## config.mk

```make
export PLATFORM = sky130hd
export DESIGN_NAME = osc_freq_to_octave_dac_code
export DESIGN_NICKNAME = d
export VERILOG_FILES = /design/src/rtl/ofdc_pkg.sv /design/src/rtl/osc_freq_to_octave_dac_code.sv
export SDC_FILE = /design/constraint.sdc
export NUM_CORES = 1
export LEC_CHECK = 0
export BUFFER_PORTS_ARGS = -buffer_cell sky130_fd_sc_hd__buf_2
export CORE_MARGIN = 2
export CORE_UTILIZATION = 55
export CTS_BUF_LIST = sky130_fd_sc_hd__clkbuf_16
export CTS_CLUSTER_DIAMETER = 120
export DETAILED_ROUTE_END_ITERATION = 10
export PLACE_DENSITY_LB_ADDON = 0.12
export SLEW_MARGIN = 10
export SYNTH_ARGS = -nofsm -noshare
export SYNTH_HDL_FRONTEND = slang
export SYNTH_SLANG_ARGS = --single-unit
```

## constraint.sdc

```tcl
create_clock -name clk -period 7.4 [get_ports clk]
set_input_delay 1.85 -clock clk [delete_from_list [all_inputs] [get_ports clk]]
set_output_delay 1.85 -clock clk [all_outputs]
set_load 0.05 [all_outputs]
```

## src/rtl/ofdc_pkg.sv

```systemverilog
`timescale 1ns / 1ps
`default_nettype none
// ----------------------------------------------------------------------------
// ofdc_pkg: shared constants and types for the oscillator control word block
// Widths, octave thresholds and fine-code scaling for the divider pipeline.
// ----------------------------------------------------------------------------
package ofdc_pkg;

	// Input and output field widths
	localparam int FREQ_BITS = 27;
	localparam int OCT_BITS  = 4;
	localparam int DAC_BITS  = 10;
	localparam int CW_BITS   = 16;
	localparam int CW_PAD    = 2;

	// Octave selection: largest k with OCT_BASE * 2^k <= f, k in 0..OCT_MAX
	localparam int OCT_BASE   = 1039;
	localparam int OCT_BASE_W = 11;
	localparam int OCT_MAX    = 15;
	localparam int OCT_CNT    = OCT_MAX + 1;
	localparam int THR_W      = (FREQ_BITS > OCT_BASE_W + OCT_CNT) ?
		FREQ_BITS : OCT_BASE_W + OCT_CNT;

	// Fine code: dac = DAC_CENTER - floor((2N + f) / (2f)), N = DAC_SCALE << (10 + oct)
	localparam int DAC_CENTER = 2048;
	localparam int DAC_SCALE  = 2078;
	localparam int DAC_MAX    = 1023;
	localparam int DAC_MIN_Q  = DAC_CENTER - DAC_MAX;
	localparam int NUM_SHIFT  = 11;

	// Divider geometry
	localparam int Q_BITS      = 12;
	localparam int BITS_PER_ST = 2;
	localparam int DIV_ST      = Q_BITS / BITS_PER_ST;
	localparam int NUM_W       = ((FREQ_BITS > 37) ? FREQ_BITS : 37) + 2;
	localparam int DEN_W       = FREQ_BITS + 1;
	localparam int CMP_W       = (NUM_W > DEN_W + Q_BITS) ? NUM_W : DEN_W + Q_BITS;

	typedef logic [FREQ_BITS-1:0] freq_t;
	typedef logic [OCT_BITS-1:0]  oct_t;
	typedef logic [DAC_BITS-1:0]  dac_t;
	typedef logic [NUM_W-1:0]     num_t;
	typedef logic [DEN_W-1:0]     den_t;
	typedef logic [Q_BITS-1:0]    quo_t;
	typedef logic [CMP_W-1:0]     cmp_t;

endpackage
`default_nettype wire

```

## src/rtl/osc_freq_to_octave_dac_code.sv

```systemverilog
`timescale 1ns / 1ps
`default_nettype none
// ----------------------------------------------------------------------------
// osc_freq_to_octave_dac_code: frequency to oscillator control word
// Picks the octave, divides the scaled octave constant by the frequency with
// a pipelined restoring divider, rounds and clamps the fine code, and packs
// octave and fine code into the control word.
// ----------------------------------------------------------------------------
// Pipeline: nine register stages: octave select, numerator build, six divider
//   stages of two quotient bits each, output register.
// Throughput: one item per cycle while the output is not stalled; each stage
//   advances on its own ready, so bubbles close up when the output stalls.
// Reset: arst_n clears all valid bits asynchronously; payload is not reset.
module osc_freq_to_octave_dac_code (
	input  wire                            clk,
	input  wire                            arst_n,
	input  wire                            in_valid,
	output logic                           in_ready,
	input  wire  [ofdc_pkg::FREQ_BITS-1:0] freq_hz,
	output logic                           out_valid,
	input  wire                            out_ready,
	output logic [ofdc_pkg::OCT_BITS-1:0]  octave,
	output logic [ofdc_pkg::DAC_BITS-1:0]  dac_code,
	output logic [ofdc_pkg::CW_BITS-1:0]   control_word,
	output logic                           clamped
);
	import ofdc_pkg::*;

	// Stage 1: octave select
	logic              valid_s1;
	freq_t             freq_s1;
	oct_t              oct_s1;
	logic              low_s1;
	logic              high_s1;
	logic              rdy_s1;

	// Stage 2: numerator and divisor
	logic              valid_s2;
	num_t              num_s2;
	den_t              den_s2;
	oct_t              oct_s2;
	logic              low_s2;
	logic              high_s2;
	logic              rdy_s2;

	// Divider stages
	logic              dv_valid_s [DIV_ST];
	num_t              dv_rem_s   [DIV_ST];
	den_t              dv_den_s   [DIV_ST];
	quo_t              dv_quo_s   [DIV_ST];
	oct_t              dv_oct_s   [DIV_ST];
	logic              dv_low_s   [DIV_ST];
	logic              dv_high_s  [DIV_ST];
	logic              dv_rdy     [DIV_ST];

	// Output register
	logic              rdy_out;

	// Octave thresholds, compared in parallel
	logic [OCT_CNT:0]  ge;
	oct_t              oct_d;

	always_comb begin
		for (int k = 0; k <= OCT_CNT; k++) begin
			ge[k] = THR_W'(freq_hz) >= (THR_W'(OCT_BASE) << k);
		end
	end

	// Pick the highest threshold reached, up to OCT_MAX
	always_comb begin
		oct_d = '0;
		for (int k = 1; k <= OCT_MAX; k++) begin
			if (ge[k]) begin
				oct_d = OCT_BITS'(k);
			end
		end
	end

	// Ready chain: a stage takes new data when empty or when it moves on
	assign rdy_out  = !out_valid || out_ready;
	assign rdy_s2   = !valid_s2 || dv_rdy[0];
	assign rdy_s1   = !valid_s1 || rdy_s2;
	assign in_ready = rdy_s1;

	// Stage 1 valid
	always_ff @(posedge clk or negedge arst_n) begin
		if (!arst_n) begin
			valid_s1 <= 1'b0;
		end else if (rdy_s1) begin
			valid_s1 <= in_valid;
		end
	end

	// Stage 1 payload
	always_ff @(posedge clk) begin
		if (rdy_s1 && in_valid) begin
			freq_s1 <= freq_hz;
			oct_s1  <= oct_d;
			low_s1  <= !ge[0];
			high_s1 <= ge[OCT_CNT];
		end
	end

	// Stage 2 valid
	always_ff @(posedge clk or negedge arst_n) begin
		if (!arst_n) begin
			valid_s2 <= 1'b0;
		end else if (rdy_s2) begin
			valid_s2 <= valid_s1;
		end
	end

	// Stage 2 payload: numerator 2N + f, divisor 2f
	always_ff @(posedge clk) begin
		if (rdy_s2 && valid_s1) begin
			num_s2  <= (NUM_W'(DAC_SCALE) << (NUM_SHIFT + int'(oct_s1))) + NUM_W'(freq_s1);
			den_s2  <= {freq_s1, 1'b0};
			oct_s2  <= oct_s1;
			low_s2  <= low_s1;
			high_s2 <= high_s1;
		end
	end

	// Divider pipeline: each stage resolves BITS_PER_ST quotient bits
	for (genvar j = 0; j < DIV_ST; j++) begin : g_div
		logic src_valid;
		num_t src_rem;
		den_t src_den;
		quo_t src_quo;
		oct_t src_oct;
		logic src_low;
		logic src_high;
		logic rdy_next;
		num_t rem_d;
		quo_t quo_d;
		cmp_t sub_sh;

		if (j == 0) begin : g_first
			assign src_valid = valid_s2;
			assign src_rem   = num_s2;
			assign src_den   = den_s2;
			assign src_quo   = '0;
			assign src_oct   = oct_s2;
			assign src_low   = low_s2;
			assign src_high  = high_s2;
		end else begin : g_next
			assign src_valid = dv_valid_s[j-1];
			assign src_rem   = dv_rem_s[j-1];
			assign src_den   = dv_den_s[j-1];
			assign src_quo   = dv_quo_s[j-1];
			assign src_oct   = dv_oct_s[j-1];
			assign src_low   = dv_low_s[j-1];
			assign src_high  = dv_high_s[j-1];
		end

		if (j == DIV_ST - 1) begin : g_last
			assign rdy_next = rdy_out;
		end else begin : g_mid
			assign rdy_next = dv_rdy[j+1];
		end

		assign dv_rdy[j] = !dv_valid_s[j] || rdy_next;

		// Compare and subtract the shifted divisor, shift in quotient bits
		always_comb begin
			rem_d  = src_rem;
			quo_d  = src_quo;
			sub_sh = '0;
			for (int t = 0; t < BITS_PER_ST; t++) begin
				sub_sh = CMP_W'(src_den) << (Q_BITS - 1 - j * BITS_PER_ST - t);
				if (CMP_W'(rem_d) >= sub_sh) begin
					rem_d = NUM_W'(CMP_W'(rem_d) - sub_sh);
					quo_d = {quo_d[Q_BITS-2:0], 1'b1};
				end else begin
					quo_d = {quo_d[Q_BITS-2:0], 1'b0};
				end
			end
		end

		always_ff @(posedge clk or negedge arst_n) begin
			if (!arst_n) begin
				dv_valid_s[j] <= 1'b0;
			end else if (dv_rdy[j]) begin
				dv_valid_s[j] <= src_valid;
			end
		end

		always_ff @(posedge clk) begin
			if (dv_rdy[j] && src_valid) begin
				dv_rem_s[j]  <= rem_d;
				dv_den_s[j]  <= src_den;
				dv_quo_s[j]  <= quo_d;
				dv_oct_s[j]  <= src_oct;
				dv_low_s[j]  <= src_low;
				dv_high_s[j] <= src_high;
			end
		end
	end

	// Round result: fine code = DAC_CENTER - quotient, clamped to 0..DAC_MAX
	quo_t q_last;
	oct_t oct_res;
	dac_t dac_res;
	logic clamp_res;

	assign q_last = dv_quo_s[DIV_ST-1];

	always_comb begin
		oct_res   = dv_oct_s[DIV_ST-1];
		dac_res   = '0;
		clamp_res = dv_high_s[DIV_ST-1];
		if (dv_low_s[DIV_ST-1]) begin
			oct_res   = '0;
			clamp_res = 1'b1;
		end else if (q_last > Q_BITS'(DAC_CENTER)) begin
			clamp_res = 1'b1;
		end else if (q_last < Q_BITS'(DAC_MIN_Q)) begin
			dac_res   = DAC_BITS'(DAC_MAX);
			clamp_res = 1'b1;
		end else begin
			dac_res = DAC_BITS'(Q_BITS'(DAC_CENTER) - q_last);
		end
	end

	// Output register valid
	always_ff @(posedge clk or negedge arst_n) begin
		if (!arst_n) begin
			out_valid <= 1'b0;
		end else if (rdy_out) begin
			out_valid <= dv_valid_s[DIV_ST-1];
		end
	end

	// Output register payload
	always_ff @(posedge clk) begin
		if (rdy_out && dv_valid_s[DIV_ST-1]) begin
			octave   <= oct_res;
			dac_code <= dac_res;
			clamped  <= clamp_res;
		end
	end

	// Pack the control word
	assign control_word = {octave, dac_code, CW_PAD'(0)};

`ifndef SYNTHESIS
	// An empty output register frees the whole pipeline
	a_free_out_ready: assert property (@(posedge clk) disable iff (!arst_n)
		!out_valid |-> in_ready)
		else $error("in_ready low while output register is empty");

	// A new result only comes from a valid last divider stage
	a_out_source: assert property (@(posedge clk) disable iff (!arst_n)
		$rose(out_valid) |-> $past(dv_valid_s[DIV_ST-1]))
		else $error("result appeared without a divider item");

	// An interior code with an unclamped octave is never flagged
	a_interior_unclamped: assert property (@(posedge clk) disable iff (!arst_n)
		(out_valid && dac_code != '0 && dac_code != DAC_BITS'(DAC_MAX)
			&& octave != '0 && octave != OCT_BITS'(OCT_MAX)) |-> !clamped)
		else $error("clamp flag set on an interior result");
`endif

endmodule
`default_nettype wire
```

# After elaboration in Yosys (flattened, before gate mapping)
# Memory sizes are Yosys's and may differ from the RTL's. A register that Yosys moved wholly into a read port is not among the register bits.
# Cells that the tools add are included.
# word_totals
inputBits	31
mem_count	6
word_cells	159
output_inout_bits	33
ramBits	510
regBits	124
# memory_table
memory	depth	width	rd	rd_ports_with_merged_regs	write_ports	line	text
dv_rem_s	6	39	5	0	6	osc_freq_to_octave_dac_code.sv:48	num_t dv_rem_s [DIV_ST];
dv_den_s	6	28	5	0	6	osc_freq_to_octave_dac_code.sv:49	den_t dv_den_s [DIV_ST];
dv_quo_s	6	12	6	0	6	osc_freq_to_octave_dac_code.sv:50	quo_t dv_quo_s [DIV_ST];
dv_oct_s	6	4	6	1	6	osc_freq_to_octave_dac_code.sv:51	oct_t dv_oct_s [DIV_ST];
dv_high_s	6	1	6	1	6	osc_freq_to_octave_dac_code.sv:53	logic dv_high_s [DIV_ST];
dv_low_s	6	1	6	0	6	osc_freq_to_octave_dac_code.sv:52	logic dv_low_s [DIV_ST];
# classes
order_cmp	31
muxes	51
reduce_logical	33
add_sub_neg	15
n_shift	1
# op_table
operator	count
$mux W39	12
$add A39 B27 Y39	1
$ge A39 B28 Y1	1
$ge A39 B29 Y1	1
$ge A39 B30 Y1	1
$ge A39 B31 Y1	1
$ge A39 B32 Y1	1
$ge A39 B33 Y1	1
$ge A39 B34 Y1	1
$ge A39 B35 Y1	1
$ge A39 B36 Y1	1
$ge A39 B37 Y1	1
$ge A39 B38 Y1	1
$ge A39 B39 Y1	1
$shl A12 B5 Y39 const A	1
$sub A39 B28 Y39	1
$sub A39 B29 Y39	1
$sub A39 B30 Y39	1
$sub A39 B31 Y39	1
$sub A39 B32 Y39	1
$sub A39 B33 Y39	1
$sub A39 B34 Y39	1
$sub A39 B35 Y39	1
$sub A39 B36 Y39	1
35 further kinds	96

# Logic depth before layout (Yosys ltp)
# depth
word_depth	15
ltp_mapped	27
depth_no_buf	25

# Worst setup path before layout
# No wires, ideal clock.
# synth_path
path_kind	input -> register
start	input port out_ready
end	memory dv_den_s[4][10] in the netlist's numbering (enable)
arrival_time_ps	6011
cell_stages	2
slack_ps	821
required_time_ps	6831
setup_time_ps	569
path_cell_list	nor2b_1 -> a31oi_1
# synth_rtl
item	line	text
from (decl)	osc_freq_to_octave_dac_code.sv:21	input wire out_ready,
to (decl)	osc_freq_to_octave_dac_code.sv:49	

==> out/results.ini <==
[synthesis]
synth.distinct_cells = 99
synthesis.area_sq_um = 39800
synth_most_common_cell = edfxtp_1
synth-async-reset-ratio_pct = 1.69
ys.warnings.count = 0
syn_avg_cell_area_sq_um = 9.76
postSynthCellCount = 4079
synth-edff-count = 522
yosys.area.top_type = edfxtp_1
yosysSeqAreaShare_pct = 39.9
synth_common_cells = edfxtp_1, a21oi_1, ha_1
yosys_register_bits = 531
synth_area_leaders = edfxtp_1, ha_1, a21oi_1
synth_flop_cell = edfxtp_1
synth_top_area_share_pct = 39.4

[detailed_routing]
viasPerCell = 5.91
drc = 0
post_drt_wl_per_cell_microns = 19.2
num_vias = 30329
wl_microns = 98400
dr.pass1.iters = 6
drt_iter0_drc = 1783
route.antenna.remaining_nets = 0

[clocking]
root_buffer = clkbuf_16
cts_num_sinks = 531
clk_path_buf_depth = 3
ctsHoldBuffers = 0
cts_resized = 0
path_clk_slew_ns = 0.06
cts_tree = built
htree_levels = 2
worstSkewPairLatency_ns = 0.64
cts_buffers = 59
cts_setup_buffers = 0

[timing]
min_period_ns = 6.94
finalSetupTns_ns = 0
max_freq_ghz = 0.144
setup_viol = 0
rsz0062_at_grt = false
slew_violations = 0
tightest_slew_ns = 0.970
final-hold-violation-count = 0
slew_headroom_pct = 35.3
fin_skew_ns = 0.0308
finalCritPeriodShare_pct = 93.8

[worst_hold_path]
hold_path_class = reg2reg
min_path_cells = 0

[placement]
io_buffers = 61
gp_congestion = 0.953
dp_hpwl_microns = 79100

[global_route]
grt_antenna_before_repair = 0
busiest_layer = met2
grt_pass1_wl_microns = 156000
grtUsageMet1_pct = 30.5
grtUsageMet2_pct = 47.7
met3_usage_pct = 2.41
grt_max_degree = 76
grt_pass1_vias = 29781
grt_overflow = 0
grt_use_total_pct = 26.3

[layout]
num-fill-cells = 6159
drive_gt1_share_pct = 8.35
final_net_count = 4532
n_antenna_cell = 0
area_delta_synth_final_pct = 8.32

[worst_setup_path]
rr_worst_depth = 21
worstPathRequired_ns = 7.76
cp-start-kind = register
crit_path_cell_trace = inv_1 -> ha_1 -> nor2b_1 -> o31a_1 -> o31ai_1 -> a21oi_1 -> nor4bb_1 -> o21ai_4 -> mux2_2 -> ha_1 -> a211oi_1 -> o211a_1 -> o211a_1 -> o31ai_1 -> o21bai_1 -> o211ai_1 -> a32o_1 -> or3_1 -> or3_1 -> buf_4 -> mux2_1
critPathArrivalTime_ns = 7.30
slowest_delay_ns = 0.53
endpoint_kind = register
crit_slowest_cell = nor4bb_1
critPathKind = reg2reg
cp_max_fo = 43

[floorplanning]
die_h_microns = 273
start_util_pct = 55.6
die_area_sq_um = 74500
io_pins = 64
fp.dieW_microns = 273
rows = 98
core_area_sq_um = 71600

[flow_run]
maxCapViolCount = 0

[outcome]
status = complete, no violations

-- state kept, by name, summed over array words and instances, names as in the netlist, 4 cells and up --
signal and cells:
dv_rem_s 195, octave 4, dv_oct_s 24, freq_s1 27
g_div.src_valid 6, dac_code 10, g_div.src_oct 4, dv_low_s 6
g_div.src_rem 39, oct_s1 4, den_s2 26, dv_high_s 6
dv_den_s 130, dv_quo_s 42
-- worst max-delay path: cells and delay by family (launching register included) --
kind,cells,cell delay (ns)
AOI/OAI and AO/OA,11,2.99
and+or+nand+nor,4,1.31
muxes,2,0.72
adders and majority gates,2,0.70
buffers and inverters,2,0.48
DFF,1,0.44
-- layer usage --
| layer | vias up | routed length [microns] |
|---|---|---|
| met5 | - | 0 |
| met4 | 0 | 6060 |
| met3 | 228 | 2960 |
| met2 | 626 | 49100 |
| met1 | 14227 | 40300 |
| li1 | 15248 | - |
-- through the flow --
| step | cells | area [sq um] | setup WS (ns) | hold WS (ns) | utilization, % |
|---|---|---|---|---|---|
| after CTS | 5131 | 43100 | 0.506 | 0.413 | 60.2 |
| after global routing | 5131 | 43100 | 0.0698 | 0.419 | 60.2 |
| after detailed placement | 5019 | 41200 | 0.568 | 0.405 | 57.5 |
| after floorplan | 4080 | 39800 | 0.821 | 0.400 | - |
| after global placement | 5019 | 41200 | 0.529 | 0.404 | 57.5 |
| final | 5131 | 43100 | 0.457 | 0.417 | 60.2 |
-- cells by family (layout without fill, tap and decap cells) --
logic type / after synthesis / in the layout / synth area share, %
flip-flops: 531 / 531 / 39.9
buffers and inverters: 413 / 514 / 4.26
XOR/XNOR: 301 / 301 / 6.62
AND/OR/NAND/NOR: 1127 / 1127 / 14.0
adder cells (fa/ha/maj): 371 / 371 / 11.9
AO/OA/AOI/OAI: 1170 / 1170 / 18.7
other: 1 / 2 / 0.00942
multiplexers: 165 / 165 / 4.61
-- final cells by class --
| cell class | count | area [sq um] | area share (%) |
|---|---|---|---|
| multi-input combinational | 3136 | 22300 | 51.7 |
| inverter | 297 | 1110 | 2.59 |
| clock buffer | 59 | 1480 | 3.42 |
| timing repair buffer | 105 | 661 | 1.53 |
| clock inverter | 53 | 479 | 1.11 |
| tap | 950 | 1190 | 2.76 |
| sequential | 531 | 15900 | 36.9 |
-- final timing paths --
check	from	end	slack (ns)
worst min-delay path	dv_quo_s[4][8]	dv_quo_s[5][10]	0.42
max in group asynchronous	arst_n	dv_valid_s[0]	6.14
worst max-delay path	dv_den_s[0][2]	dv_rem_s[1][18]	0.46
min in group asynchronous	arst_n	valid_s1	1.06
worst min register to register	dv_quo_s[4][8]	dv_quo_s[5][10]	0.42
worst max register to register	dv_den_s[0][2]	dv_rem_s[1][18]	0.46
-- cells in the final DEF (no fill, tap or decap), types with 17 or more instances in the layout --
cell,Yosys,routed
a21oi_1,364,364
mux2_1,54,54
a21o_1,156,156
mux2_2,92,92
or3_1,20,20
o21ai_0,229,229
buf_2,20,61
o21a_1,45,45
a31oi_1,32,30
o31ai_1,22,22
o21ai_1,31,30
xor2_1,99,99
and3_1,30,30
nand3_1,77,77
nand2b_1,48,48
buf_4,20,42
ha_1,359,359
xnor2_1,202,202
o211ai_1,24,24
nor2b_1,54,53
inv_1,293,306
or2_2,17,17
edfxtp_1,522,522
and2_1,26,23
o21bai_1,58,58
nand4_1,71,71
nor2_1,282,282
mux2i_1,19,19
clkbuf_16,0,59
nor4_1,25,25
nor3_1,63,63
a211oi_1,49,48
nand2_1,323,323
Power is not shown: default switching activity piles up to over one toggle a cycle in this logic, so the estimate is an artifact.
